**src/rtl/ptts_pkg.sv**
```systemverilog
// Shared types and constants for the periodic task tick scheduler.
`timescale 1ns / 1ps
`default_nettype none
package ptts_pkg;

   localparam int MAX_TASKS   = 4;
   localparam int SLOT_W      = $clog2(MAX_TASKS);
   localparam int TASK_CNT_W  = 3;
   localparam int TIME_W      = 32;
   localparam int CSR_ADDR_W  = 5;
   localparam int CSR_DATA_W  = 32;

   localparam logic [2:0] CSR_TASK_COUNT = 3'd0;
   localparam logic [2:0] CSR_PERIOD_0   = 3'd1;
   localparam logic [2:0] CSR_PERIOD_1   = 3'd2;
   localparam logic [2:0] CSR_PERIOD_2   = 3'd3;
   localparam logic [2:0] CSR_PERIOD_3   = 3'd4;

   typedef enum logic [1:0] {
      MODE_START = 2'd0,
      MODE_TICK  = 2'd1,
      MODE_FETCH = 2'd2,
      MODE_CLEAR = 2'd3
   } mode_type;

   typedef enum logic [2:0] {
      ST_IDLE   = 3'b001,
      ST_READ   = 3'b010,
      ST_MODIFY = 3'b100
   } state_type;

   typedef struct packed {
      mode_type           mode;
      logic [TIME_W-1:0]  now_ms;
      logic [1:0]         task_index;
   } req_type;

   typedef struct packed {
      logic       newly_due;
      logic       found;
      logic [1:0] ready_index;
   } rsp_type;

endpackage
`default_nettype wire

```
**src/rtl/periodic_task_tick_scheduler.sv**
```systemverilog
// Top level of the periodic task tick scheduler.
//
//   channel   ports                              transfer when
//   request   start, busy, req_data              start & !busy
//   response  rsp_strobe, rsp_data               rsp_strobe (one cycle, no stall)
//   csr       psel, penable, pwrite, paddr,      psel & penable & pwrite & pready
//             pwdata, prdata, pready
//
// Start, fetch, clear and a tick with no elapsed time or no slots in use are served
// straight from idle; the response follows in the next cycle. A tick walks the
// counter RAM over the slots in use, with a read state and a write-back state per
// slot, and holds busy until the last slot is done. Reset clears the time, the ready
// marks and the per-entry valid bits of the counter RAM, so counters read as zero.
`timescale 1ns / 1ps
`default_nettype none
module periodic_task_tick_scheduler (
   input  wire logic                          clock,
   input  wire logic                          reset,
   input  wire logic                          start,
   output logic                               busy,
   input  wire ptts_pkg::req_type             req_data,
   output logic                               rsp_strobe,
   output ptts_pkg::rsp_type                  rsp_data,
   input  wire logic                          psel,
   input  wire logic                          penable,
   input  wire logic                          pwrite,
   input  wire logic [ptts_pkg::CSR_ADDR_W-1:0] paddr,
   input  wire logic [ptts_pkg::CSR_DATA_W-1:0] pwdata,
   output logic [ptts_pkg::CSR_DATA_W-1:0]    prdata,
   output logic                               pready
);
   import ptts_pkg::*;

   logic [TASK_CNT_W-1:0] task_count_ff;
   logic [TIME_W-1:0]     period_ff [MAX_TASKS];
   logic [TIME_W-1:0]     prev_time_ff, prev_time_in;
   logic [TIME_W-1:0]     delta_ff, delta_in;
   logic [MAX_TASKS-1:0]  ready_ff, ready_in;
   logic [MAX_TASKS-1:0]  valid_ff, valid_in;
   state_type             state_ff, state_in;
   logic [SLOT_W-1:0]     slot_ff, slot_in;
   logic                  due_ff, due_in;
   logic                  rsp_strobe_ff, rsp_strobe_in;
   rsp_type               rsp_data_ff, rsp_data_in;

   logic [TASK_CNT_W-1:0] slots_used;
   logic [MAX_TASKS-1:0]  in_use;
   logic                  accept;
   logic                  csr_write;
   logic [2:0]            csr_index;
   logic                  ram_we;
   logic [TIME_W-1:0]     ram_wdata;
   logic                  ram_re;
   logic [TIME_W-1:0]     ram_rdata;
   logic [TIME_W-1:0]     count_cur;
   logic [TIME_W:0]       count_sum;
   logic [TIME_W-1:0]     count_sat;
   logic                  slot_hit;
   logic                  slot_last;
   logic                  fetch_found;
   logic [SLOT_W-1:0]     fetch_index;

   assign pready    = 1'b1;
   assign csr_write = psel & penable & pwrite & pready;
   assign csr_index = paddr[CSR_ADDR_W-1:2];

   always_ff @(posedge clock) begin
      if (reset) begin
         task_count_ff <= '0;
         for (int i = 0; i < MAX_TASKS; i++) begin
            period_ff[i] <= '0;
         end
      end else if (csr_write) begin
         unique case (csr_index)
            CSR_TASK_COUNT: task_count_ff <= pwdata[TASK_CNT_W-1:0];
            CSR_PERIOD_0:   period_ff[0]  <= pwdata;
            CSR_PERIOD_1:   period_ff[1]  <= pwdata;
            CSR_PERIOD_2:   period_ff[2]  <= pwdata;
            CSR_PERIOD_3:   period_ff[3]  <= pwdata;
            default: ;
         endcase
      end
   end

   always_comb begin
      unique case (csr_index)
         CSR_TASK_COUNT: prdata = {{(CSR_DATA_W-TASK_CNT_W){1'b0}}, task_count_ff};
         CSR_PERIOD_0:   prdata = period_ff[0];
         CSR_PERIOD_1:   prdata = period_ff[1];
         CSR_PERIOD_2:   prdata = period_ff[2];
         CSR_PERIOD_3:   prdata = period_ff[3];
         default:        prdata = '0;
      endcase
   end

   assign slots_used = (task_count_ff > TASK_CNT_W'(MAX_TASKS)) ?
                       TASK_CNT_W'(MAX_TASKS) : task_count_ff;

   always_comb begin
      for (int i = 0; i < MAX_TASKS; i++) begin
         in_use[i] = TASK_CNT_W'(i) < slots_used;
      end
      fetch_found = 1'b0;
      fetch_index = '0;
      for (int i = MAX_TASKS - 1; i >= 0; i--) begin
         if (in_use[i] && ready_ff[i]) begin
            fetch_found = 1'b1;
            fetch_index = SLOT_W'(i);
         end
      end
   end

   assign busy   = (state_ff != ST_IDLE);
   assign accept = start & ~busy;

   ptts_ram #(
      .WIDTH(TIME_W),
      .DEPTH(MAX_TASKS)
   ) u_count_ram (
      .clock(clock),
      .we   (ram_we),
      .waddr(slot_ff),
      .wdata(ram_wdata),
      .re   (ram_re),
      .raddr(slot_ff),
      .rdata(ram_rdata)
   );

   assign ram_re    = (state_ff == ST_READ);
   assign count_cur = valid_ff[slot_ff] ? ram_rdata : '0;
   assign count_sum = {1'b0, count_cur} + {1'b0, delta_ff};
   assign count_sat = count_sum[TIME_W] ? '1 : count_sum[TIME_W-1:0];
   assign slot_hit  = (period_ff[slot_ff] != '0) && (count_sat >= period_ff[slot_ff]);
   assign slot_last = (TASK_CNT_W'(slot_ff) + TASK_CNT_W'(1)) == slots_used;
   assign ram_we    = (state_ff == ST_MODIFY) && (period_ff[slot_ff] != '0);
   assign ram_wdata = slot_hit ? '0 : count_sat;

   always_comb begin
      state_in      = state_ff;
      prev_time_in  = prev_time_ff;
      delta_in      = delta_ff;
      ready_in      = ready_ff;
      valid_in      = valid_ff;
      slot_in       = slot_ff;
      due_in        = due_ff;
      rsp_strobe_in = 1'b0;
      rsp_data_in   = rsp_data_ff;

      unique case (state_ff)
         ST_IDLE: begin
            if (accept) begin
               rsp_data_in = '0;
               unique case (req_data.mode)
                  MODE_START: begin
                     prev_time_in  = req_data.now_ms;
                     rsp_strobe_in = 1'b1;
                  end
                  MODE_TICK: begin
                     if (req_data.now_ms == prev_time_ff) begin
                        rsp_strobe_in = 1'b1;
                     end else begin
                        prev_time_in = req_data.now_ms;
                        delta_in     = req_data.now_ms - prev_time_ff;
                        if (slots_used == '0) begin
                           rsp_strobe_in = 1'b1;
                        end else begin
                           slot_in  = '0;
                           due_in   = 1'b0;
                           state_in = ST_READ;
                        end
                     end
                  end
                  MODE_FETCH: begin
                     rsp_data_in.found       = fetch_found;
                     rsp_data_in.ready_index = fetch_index;
                     rsp_strobe_in           = 1'b1;
                  end
                  MODE_CLEAR: begin
                     ready_in[req_data.task_index] = 1'b0;
                     rsp_strobe_in                 = 1'b1;
                  end
                  default: ;
               endcase
            end
         end
         ST_READ: begin
            state_in = ST_MODIFY;
         end
         ST_MODIFY: begin
            if (ram_we) begin
               valid_in[slot_ff] = 1'b1;
            end
            if (slot_hit) begin
               ready_in[slot_ff] = 1'b1;
            end
            if (slot_last) begin
               rsp_data_in           = '0;
               rsp_data_in.newly_due = due_ff | slot_hit;
               rsp_strobe_in         = 1'b1;
               state_in              = ST_IDLE;
            end else begin
               due_in   = due_ff | slot_hit;
               slot_in  = slot_ff + SLOT_W'(1);
               state_in = ST_READ;
            end
         end
         default: state_in = ST_IDLE;
      endcase
   end

   always_ff @(posedge clock) begin
      if (reset) begin
         state_ff      <= ST_IDLE;
         prev_time_ff  <= '0;
         ready_ff      <= '0;
         valid_ff      <= '0;
         slot_ff       <= '0;
         due_ff        <= 1'b0;
         rsp_strobe_ff <= 1'b0;
      end else begin
         state_ff      <= state_in;
         prev_time_ff  <= prev_time_in;
         ready_ff      <= ready_in;
         valid_ff      <= valid_in;
         slot_ff       <= slot_in;
         due_ff        <= due_in;
         rsp_strobe_ff <= rsp_strobe_in;
      end
   end

   always_ff @(posedge clock) begin
      delta_ff    <= delta_in;
      rsp_data_ff <= rsp_data_in;
   end

   assign rsp_strobe = rsp_strobe_ff;
   assign rsp_data   = rsp_data_ff;

endmodule
`default_nettype wire

```
**src/rtl/ptts_ram.sv**
```systemverilog
// Generic single-write, single-read RAM with registered read data.
`timescale 1ns / 1ps
`default_nettype none
module ptts_ram #(
   parameter int WIDTH = 32,
   parameter int DEPTH = 4
) (
   input  wire logic                     clock,
   input  wire logic                     we,
   input  wire logic [$clog2(DEPTH)-1:0] waddr,
   input  wire logic [WIDTH-1:0]         wdata,
   input  wire logic                     re,
   input  wire logic [$clog2(DEPTH)-1:0] raddr,
   output logic [WIDTH-1:0]              rdata
);

   logic [WIDTH-1:0] mem_ff [DEPTH];

   always_ff @(posedge clock) begin
      if (we) begin
         mem_ff[waddr] <= wdata;
      end
      if (re) begin
         rdata <= mem_ff[raddr];
      end
   end

endmodule
`default_nettype wire

```
**config.mk**
```make
export PLATFORM = sky130hd
export DESIGN_NAME = periodic_task_tick_scheduler
export DESIGN_NICKNAME = d
export VERILOG_FILES = /design/src/rtl/ptts_pkg.sv /design/src/rtl/periodic_task_tick_scheduler.sv /design/src/rtl/ptts_ram.sv
export SDC_FILE = /design/constraint.sdc
export NUM_CORES = 1
export LEC_CHECK = 0
export BUFFER_PORTS_ARGS = -buffer_cell sky130_fd_sc_hd__buf_4
export CAP_MARGIN = 20
export CORE_MARGIN = 4
export CORE_UTILIZATION = 60
export CTS_BUF_LIST = sky130_fd_sc_hd__clkbuf_4
export DETAILED_ROUTE_END_ITERATION = 12
export GPL_ROUTABILITY_DRIVEN = 0
export PLACE_DENSITY_LB_ADDON = 0.1
export SYNTH_ARGS = -nofsm -noshare
export SYNTH_HDL_FRONTEND = slang
export SYNTH_HIERARCHICAL = 1
export SYNTH_SLANG_ARGS = --single-unit
```
**constraint.sdc**
```tcl
create_clock -name clock -period 9.9 [get_ports clock]
set_clock_uncertainty 0.1 [all_clocks]
set_input_delay 1.98 -clock clock [delete_from_list [all_inputs] [get_ports clock]]
set_output_delay 1.98 -clock clock [all_outputs]
set_load 0.005 [all_outputs]
```
== Word level (Yosys, flattened, before mapping) ==
Memory sizes are Yosys's and may differ from the RTL's. A register that Yosys moved wholly into a read port is not among the register bits.
Index checks and enable logic that the tools add are counted.
Storage, ports and cells
  flip-flop bits (word level): 86
  bits in latches: 0
  memory bits (writable): 256
  bits in read-only memories: 0
  output and inout port bits: 39
  memories: 2
Operators by class
  add/sub/neg operators: 4
  multiply operators: 0
  divide/modulo/power cells: 0
  magnitude comparators: 10
  equal/unequal tests: 22
  shift operators: 0
  multiplexer cells: 79
  bitwise gates (word level): 14
  reduce and logical (&&, ||, !) cells: 23
Memories
  period_ff: words 4, bits a word 32, read ports 5, clocked after memory_dff 1, write ports 4, RTL line periodic_task_tick_scheduler.sv:35  | logic [TIME_W-1:0] period_ff [MAX_TASKS];
  u_count_ram.mem_ff: words 4, bits a word 32, read ports 1, clocked after memory_dff 1, write ports 1, RTL line ptts_ram.sv:17  | logic [WIDTH-1:0] mem_ff [DEPTH];
Operator list (number)
  $mux W32: 8
  $pmux W32 S5: 1
  $pmux W32 S2: 1
  $mux W1: 36
  $add A32 B32 Y33: 1
  $eq A32 B32 Y1: 1
  $ge A32 B32 Y1: 1
  $reduce_bool A32 Y1: 1
  $sub A32 B32 Y32: 1
  $mux W2: 12
  $mux W4: 5
  $mux W3: 6
  $pmux W4 S2: 2
  $reduce_and A4 Y1: 4
  $ne A2 B2 Y1 const B: 7
  $eq A3 B2 Y1 const B: 3
  $pmux W3 S3: 1
  $logic_and A1 B1 Y1: 8
  $or A4 B4 Y4: 2
  $eq A3 B1 Y1 const B: 2
  $eq A3 B3 Y1 const B: 2
  $logic_not A3 Y1: 2
  $lt A1 B3 Y1 const A: 2
  $lt A2 B3 Y1 const A: 2
  25 further kinds: 41

== Longest topological paths before layout ==
  word-level depth: 11
  depth in mapped cells: 25
  depth with buffers taken out: 20

== By module ==
The synthesis kept the hierarchy.
Modules (own cells, without submodules)
  periodic_task_tick_scheduler: times used 1, cells each 1464, area each 14447.6 um^2, sequential area each 5965.7 um^2
  ptts_ram: times used 1, cells each 203, area each 5650.4 um^2, sequential area each 4804.6 um^2

== Least setup slack after synthesis ==
No wires, ideal clock.
  path kind: reg2reg
  from: reg slot_ff[0]
  to: mem u_count_ram.mem_ff[0][25], data pin
  library setup time: 0.291 ns
  arrival: 5.553 ns
  setup slack: 3.957 ns
  stages on the path, launching flop included: 24
  buffers on the path: 5
  cells stage by stage: dfxtp_1 > mux4_2 > clkbuf_1 > and2_1 > ha_1 > fa_1 > a21oi_1 > nand4b_1 > a31oi_1 > a32o_1 > nor2_1 > o311a_1 > clkbuf_1 > buf_2 > nand2_1 > ha_1 > nand4_1 > o31a_1 > o21ai_0 > a311oi_1 > o311ai_0 > clkbuf_1 > clkbuf_1 > a22oi_1
On the way
  cells in the longest elaborated chain, start to end: 8
Ends and longest elaborated chain
  from (decl): RTL line periodic_task_tick_scheduler.sv:41  | logic [SLOT_W-1:0] slot_ff, slot_in;
  from (signal assigned): RTL line periodic_task_tick_scheduler.sv:225  | slot_ff <= slot_in;
  $bmux W1 S2 *: RTL line periodic_task_tick_scheduler.sv:130  | assign count_cur = valid_ff[slot_ff] ? ram_rdata : '0;
  $mux W1 (implied by the code) *: RTL line periodic_task_tick_scheduler.sv:130
  $mux W32 *: RTL line periodic_task_tick_scheduler.sv:130
  $add A32 B32 Y33 *: RTL line periodic_task_tick_scheduler.sv:131  | assign count_sum = {1'b0, count_cur} + {1'b0, delta_ff};
  $mux W32 *: RTL line periodic_task_tick_scheduler.sv:132  | assign count_sat = count_sum[TIME_W] ? '1 : count_sum[TIME_W-1:0];
  $ge A32 B32 Y1: RTL line periodic_task_tick_scheduler.sv:133  | assign slot_hit = (period_ff[slot_ff] != '0) && (count_sat >= period_ff[slot_ff]);
  $logic_and A1 B1 Y1: RTL line periodic_task_tick_scheduler.sv:133
  $mux W32 *: RTL line periodic_task_tick_scheduler.sv:136  | assign ram_wdata = slot_hit ? '0 : count_sat;
  named net ram_wdata[25]: RTL line periodic_task_tick_scheduler.sv:52  | logic [TIME_W-1:0] ram_wdata;
  to (decl): RTL line ptts_ram.sv:17
Mark *: on every way through the listed nets, which the timed path passes. The rest lies on a longest branch. The select of a mux whose other input is x is not followed.

== Worst setup path in the final report ==
  from: reg slot_ff[1]
  to: mem u_count_ram.mem_ff[1][23], data pin
Same word-level chain as after synthesis.

==> flow_metrics.env <==
export IMPL_rows=66
export IMPL_drive_gt1_frac=0.204
export IMPL_maxCapViolCount=0
export IMPL_boundaryPins=118
export IMPL_post_dp_hpwl_mm=32.0
export IMPL_fin_nets=2004
export IMPL_cts_sinks=376
export IMPL_ys_ff_latch=376
export IMPL_fin_area_um2=22600
export IMPL_grt_setup_unrepaired="false"
export IMPL_fin_crit_ns=7.64
export IMPL_cts_clk_slew_worst_paths_ns=0.06
export IMPL_ys_warn_count=6
export IMPL_irDropWorstVdd_uv=133
export IMPL_wl_mm=48.4
export IMPL_crit_buf_inv=2
export IMPL_design_core_area_um2=32800
export IMPL_fmax_mhz=131
export IMPL_wire_per_inst_um=20.7
export IMPL_die_area_um2=36500
export IMPL_initial_core_util=0.613
export IMPL_via_per_inst=6.05
export IMPL_min_path_cells=2
export IMPL_post_cts_resize_count=0
export IMPL_grt_pass1_vias=14400
export IMPL_setup_violations=0
export IMPL_syn2layout_area_growth_pct=12.4
export IMPL_status="complete, no violations"
export IMPL_antenna_found_initial=1
export IMPL_ys_seq_area_frac=0.536
export IMPL_numCtsBuffers=97
export IMPL_io_buffer_count=114
export IMPL_grt_max_degree=63
export IMPL_clk_latency_ns=0.78
export IMPL_worstHoldEndpoint="valid_ff[3]"
export IMPL_r2r_cells=21
export IMPL_tns_ns=0
export IMPL_syn_num_nets=1847
export IMPL_drt_iter0_drc=1147
export IMPL_cpMaxStageDelayCell="o311a_2"
export IMPL_grt_pass1_wl_mm=76.4
export IMPL_hold_path_class="flop to flop"
export IMPL_power_density_nw_per_um2=154
export IMPL_fp_dieH_um=191
export IMPL_critPathMaxFanout=41
export IMPL_cts_buffer_depth=3
export IMPL_layout_common_cells="edfxtp_1, and2_1, clkbuf_4"
export IMPL_grt_overflow=0
export IMPL_crit_path_end_kind="flop"
export IMPL_rr_startpoint="slot_ff[1]"
export IMPL_crit_chain="buf_4 > mux4_2 > and2_1 > ha_1 > fa_1 > a21oi_1 > nand4b_1 > a31oi_1 > a32o_1 > nor2_1 > o311a_2 > o21ai_0 > ha_1 > nand4_1 > nor3_1 > a21oi_1 > o211ai_1 > a311oi_1 > o311ai_2 > buf_4 > a21boi_0"
export IMPL_async_flop_share=0
export IMPL_vias=14200
export IMPL_post_route_drc_count=0
export IMPL_die_w_um=191
export IMPL_rrSetupSlack_ns=2.26
export IMPL_cp_arrival_ns=7.96
export IMPL_timing_final_crit_share=0.771
export IMPL_syn_area_um2=20100
export IMPL_drv_slew=0
export IMPL_grt_use_total=0.270
export IMPL_start_kind="flop"
export IMPL_mostFrequentLayoutCell="edfxtp_1"
export IMPL_r2r_end="u_count_ram/mem_ff[1][23]"
export IMPL_cts_max_level=3
export IMPL_whs_ns=0.379
export IMPL_crit_type="flop to flop"
export IMPL_root_buffer="clkbuf_4"
export IMPL_max_stage_delay_ns=0.84
export IMPL_holdBufCountCts=0
export IMPL_synth_ff_type="edfxtp_1"
export IMPL_place_area_um2=21400
export IMPL_path_delay_family="compound AO/OA/AOI/OAI gates"
export IMPL_avgSynthCellArea_um2=12.1
export IMPL_slew_limit_headroom=0.402
export IMPL_synth_edf_count=324
export IMPL_worst_slew_pin_slew_ns=0.889
export IMPL_power_total_mw=3.49
export IMPL_synth_cell_types=72
export IMPL_cts_tree="done"
export IMPL_min_from="valid_ff[3]"
export IMPL_drtAntennaViolNets=0
export IMPL_post_cts_buffers=0
export IMPL_finalHoldViolations=0
export IMPL_cp_depth=21
export IMPL_drt_pass1_iter_count=5
export IMPL_required_ns=10.23
export IMPL_p_leak_nw=8.77
export IMPL_synthCells=1667
-- worst min-delay path, delay by kind of cell (launching register included) --
family / cells / cell delay, ns
DFF: 1 / 0.33
AOI/OAI and AO/OA: 1 / 0.05
and+or+nand+nor: 1 / 0.07
-- power by group --
part / switching (mW) / internal (mW)
logic: 0.222 / 0.153
registers: 0.0251 / 1.78
clock network: 0.627 / 0.684
-- kinds of logic after synthesis --
| logic type | synth area share |
|---|---|
| simple gates | 0.134 |
| compound gates | 0.127 |
| flops | 0.536 |
| buf+inv | 0.0370 |
| fa+ha+maj | 0.0636 |
| mux | 0.0804 |
| xor+xnor | 0.0214 |
| other cells | 0.000187 |
-- stage by stage --
| stage | std cells | util | worst slack [ns] |
|---|---|---|---|
| 2_1_floorplan | 1667 | - | 3.96 |
| 3_3_place_gp | 2167 | 0.652 | 2.53 |
| 3_5_place_dp | 2167 | 0.652 | 2.42 |
| 4_1_cts | 2339 | 0.689 | 2.37 |
| 5_1_grt | 2340 | 0.689 | 1.77 |
| 6_report | 2340 | 0.689 | 2.26 |
-- final cells by class --
type | count | area [µm²]
Tap cell | 442 | 553
Fill cell | 2456 | 10200
Sequential cell | 376 | 10800
Multi-Input combinational cell | 1124 | 8680
Clock inverter | 23 | 108
Timing Repair Buffer | 138 | 1040
Antenna cell | 1 | 2.50
Clock buffer | 149 | 1120
Inverter | 87 | 327
-- layer usage --
metal,routed length (µm),vias to the layer above,GRT usage
met3,3170,113,0.0515
met2,24200,538,0.466
met1,19400,6888,0.338
li1,-,6628,-
met4,1660,0,0.106
met5,0,-,0
-- worst max path at each step --
stage / from / end / slack (ns)
after floorplan: slot_ff[0] / u_count_ram/mem_ff[0][25] / 3.96
after global routing: slot_ff[1] / u_count_ram/mem_ff[2][6] / 1.77
after CTS: slot_ff[1] / u_count_ram/mem_ff[0][3] / 2.37
after detailed placement: slot_ff[1] / u_count_ram/mem_ff[0][3] / 2.42
final: slot_ff[1] / u_count_ram/mem_ff[1][23] / 2.26
after global placement: slot_ff[1] / u_count_ram/mem_ff[0][23] / 2.53
-- registers in the layout, summed over array words and instances, names as in the netlist, named ones only --
| register | cells |
|---|---|
| valid_ff | 4 |
| due_ff | 1 |
| u_count_ram/rdata | 32 |
| prev_time_ff | 32 |
| period_ff | 128 |
| slot_ff | 2 |
| delta_ff | 32 |
| u_count_ram/mem_ff | 128 |
| ready_ff | 4 |
| rsp_strobe | 1 |
| state_ff | 3 |
| rsp_data | 4 |
| task_count_ff | 3 |
-- Yosys cell counts, types with 4 or more instances --
cell | number | area, µm²
edfxtp_1 | 324 | 9730
and2_1 | 171 | 1070
nor2_1 | 114 | 428
a21oi_1 | 104 | 521
ha_1 | 99 | 1240
nand2_1 | 97 | 364
inv_1 | 87 | 327
a22oi_1 | 64 | 480
mux4_2 | 62 | 1400
clkbuf_1 | 60 | 225
dfxtp_1 | 52 | 1040
o21ai_0 | 38 | 190
a21o_1 | 36 | 270
xnor2_1 | 32 | 280
a21boi_0 | 29 | 218
nand3_1 | 18 | 90.1
and3_1 | 17 | 106
xor2_1 | 17 | 149
o21a_1 | 16 | 120
nor2b_1 | 15 | 93.8
a211oi_1 | 14 | 105
nand4_1 | 14 | 87.6
mux2i_1 | 13 | 130
nor4_1 | 13 | 81.3
nor3_1 | 12 | 60.1
nor3b_1 | 11 | 82.6
a31oi_1 | 9 | 56.3
o31ai_1 | 8 | 60.1
nand2b_1 | 7 | 43.8
buf_2 | 6 | 30.0
o21bai_1 | 6 | 45.0
a311oi_1 | 5 | 43.8
buf_6 | 5 | 56.3
o211ai_1 | 5 | 37.5
o311ai_0 | 5 | 43.8
o31a_1 | 5 | 43.8
or2_2 | 5 | 31.3
a21oi_2 | 4 | 35.0
a41o_1 | 4 | 40.0
and3b_1 | 4 | 35.0
buf_12 | 4 | 80.1
nand3b_1 | 4 | 30.0
o22ai_1 | 4 | 25.0
Power figures use the tool's default switching activity.
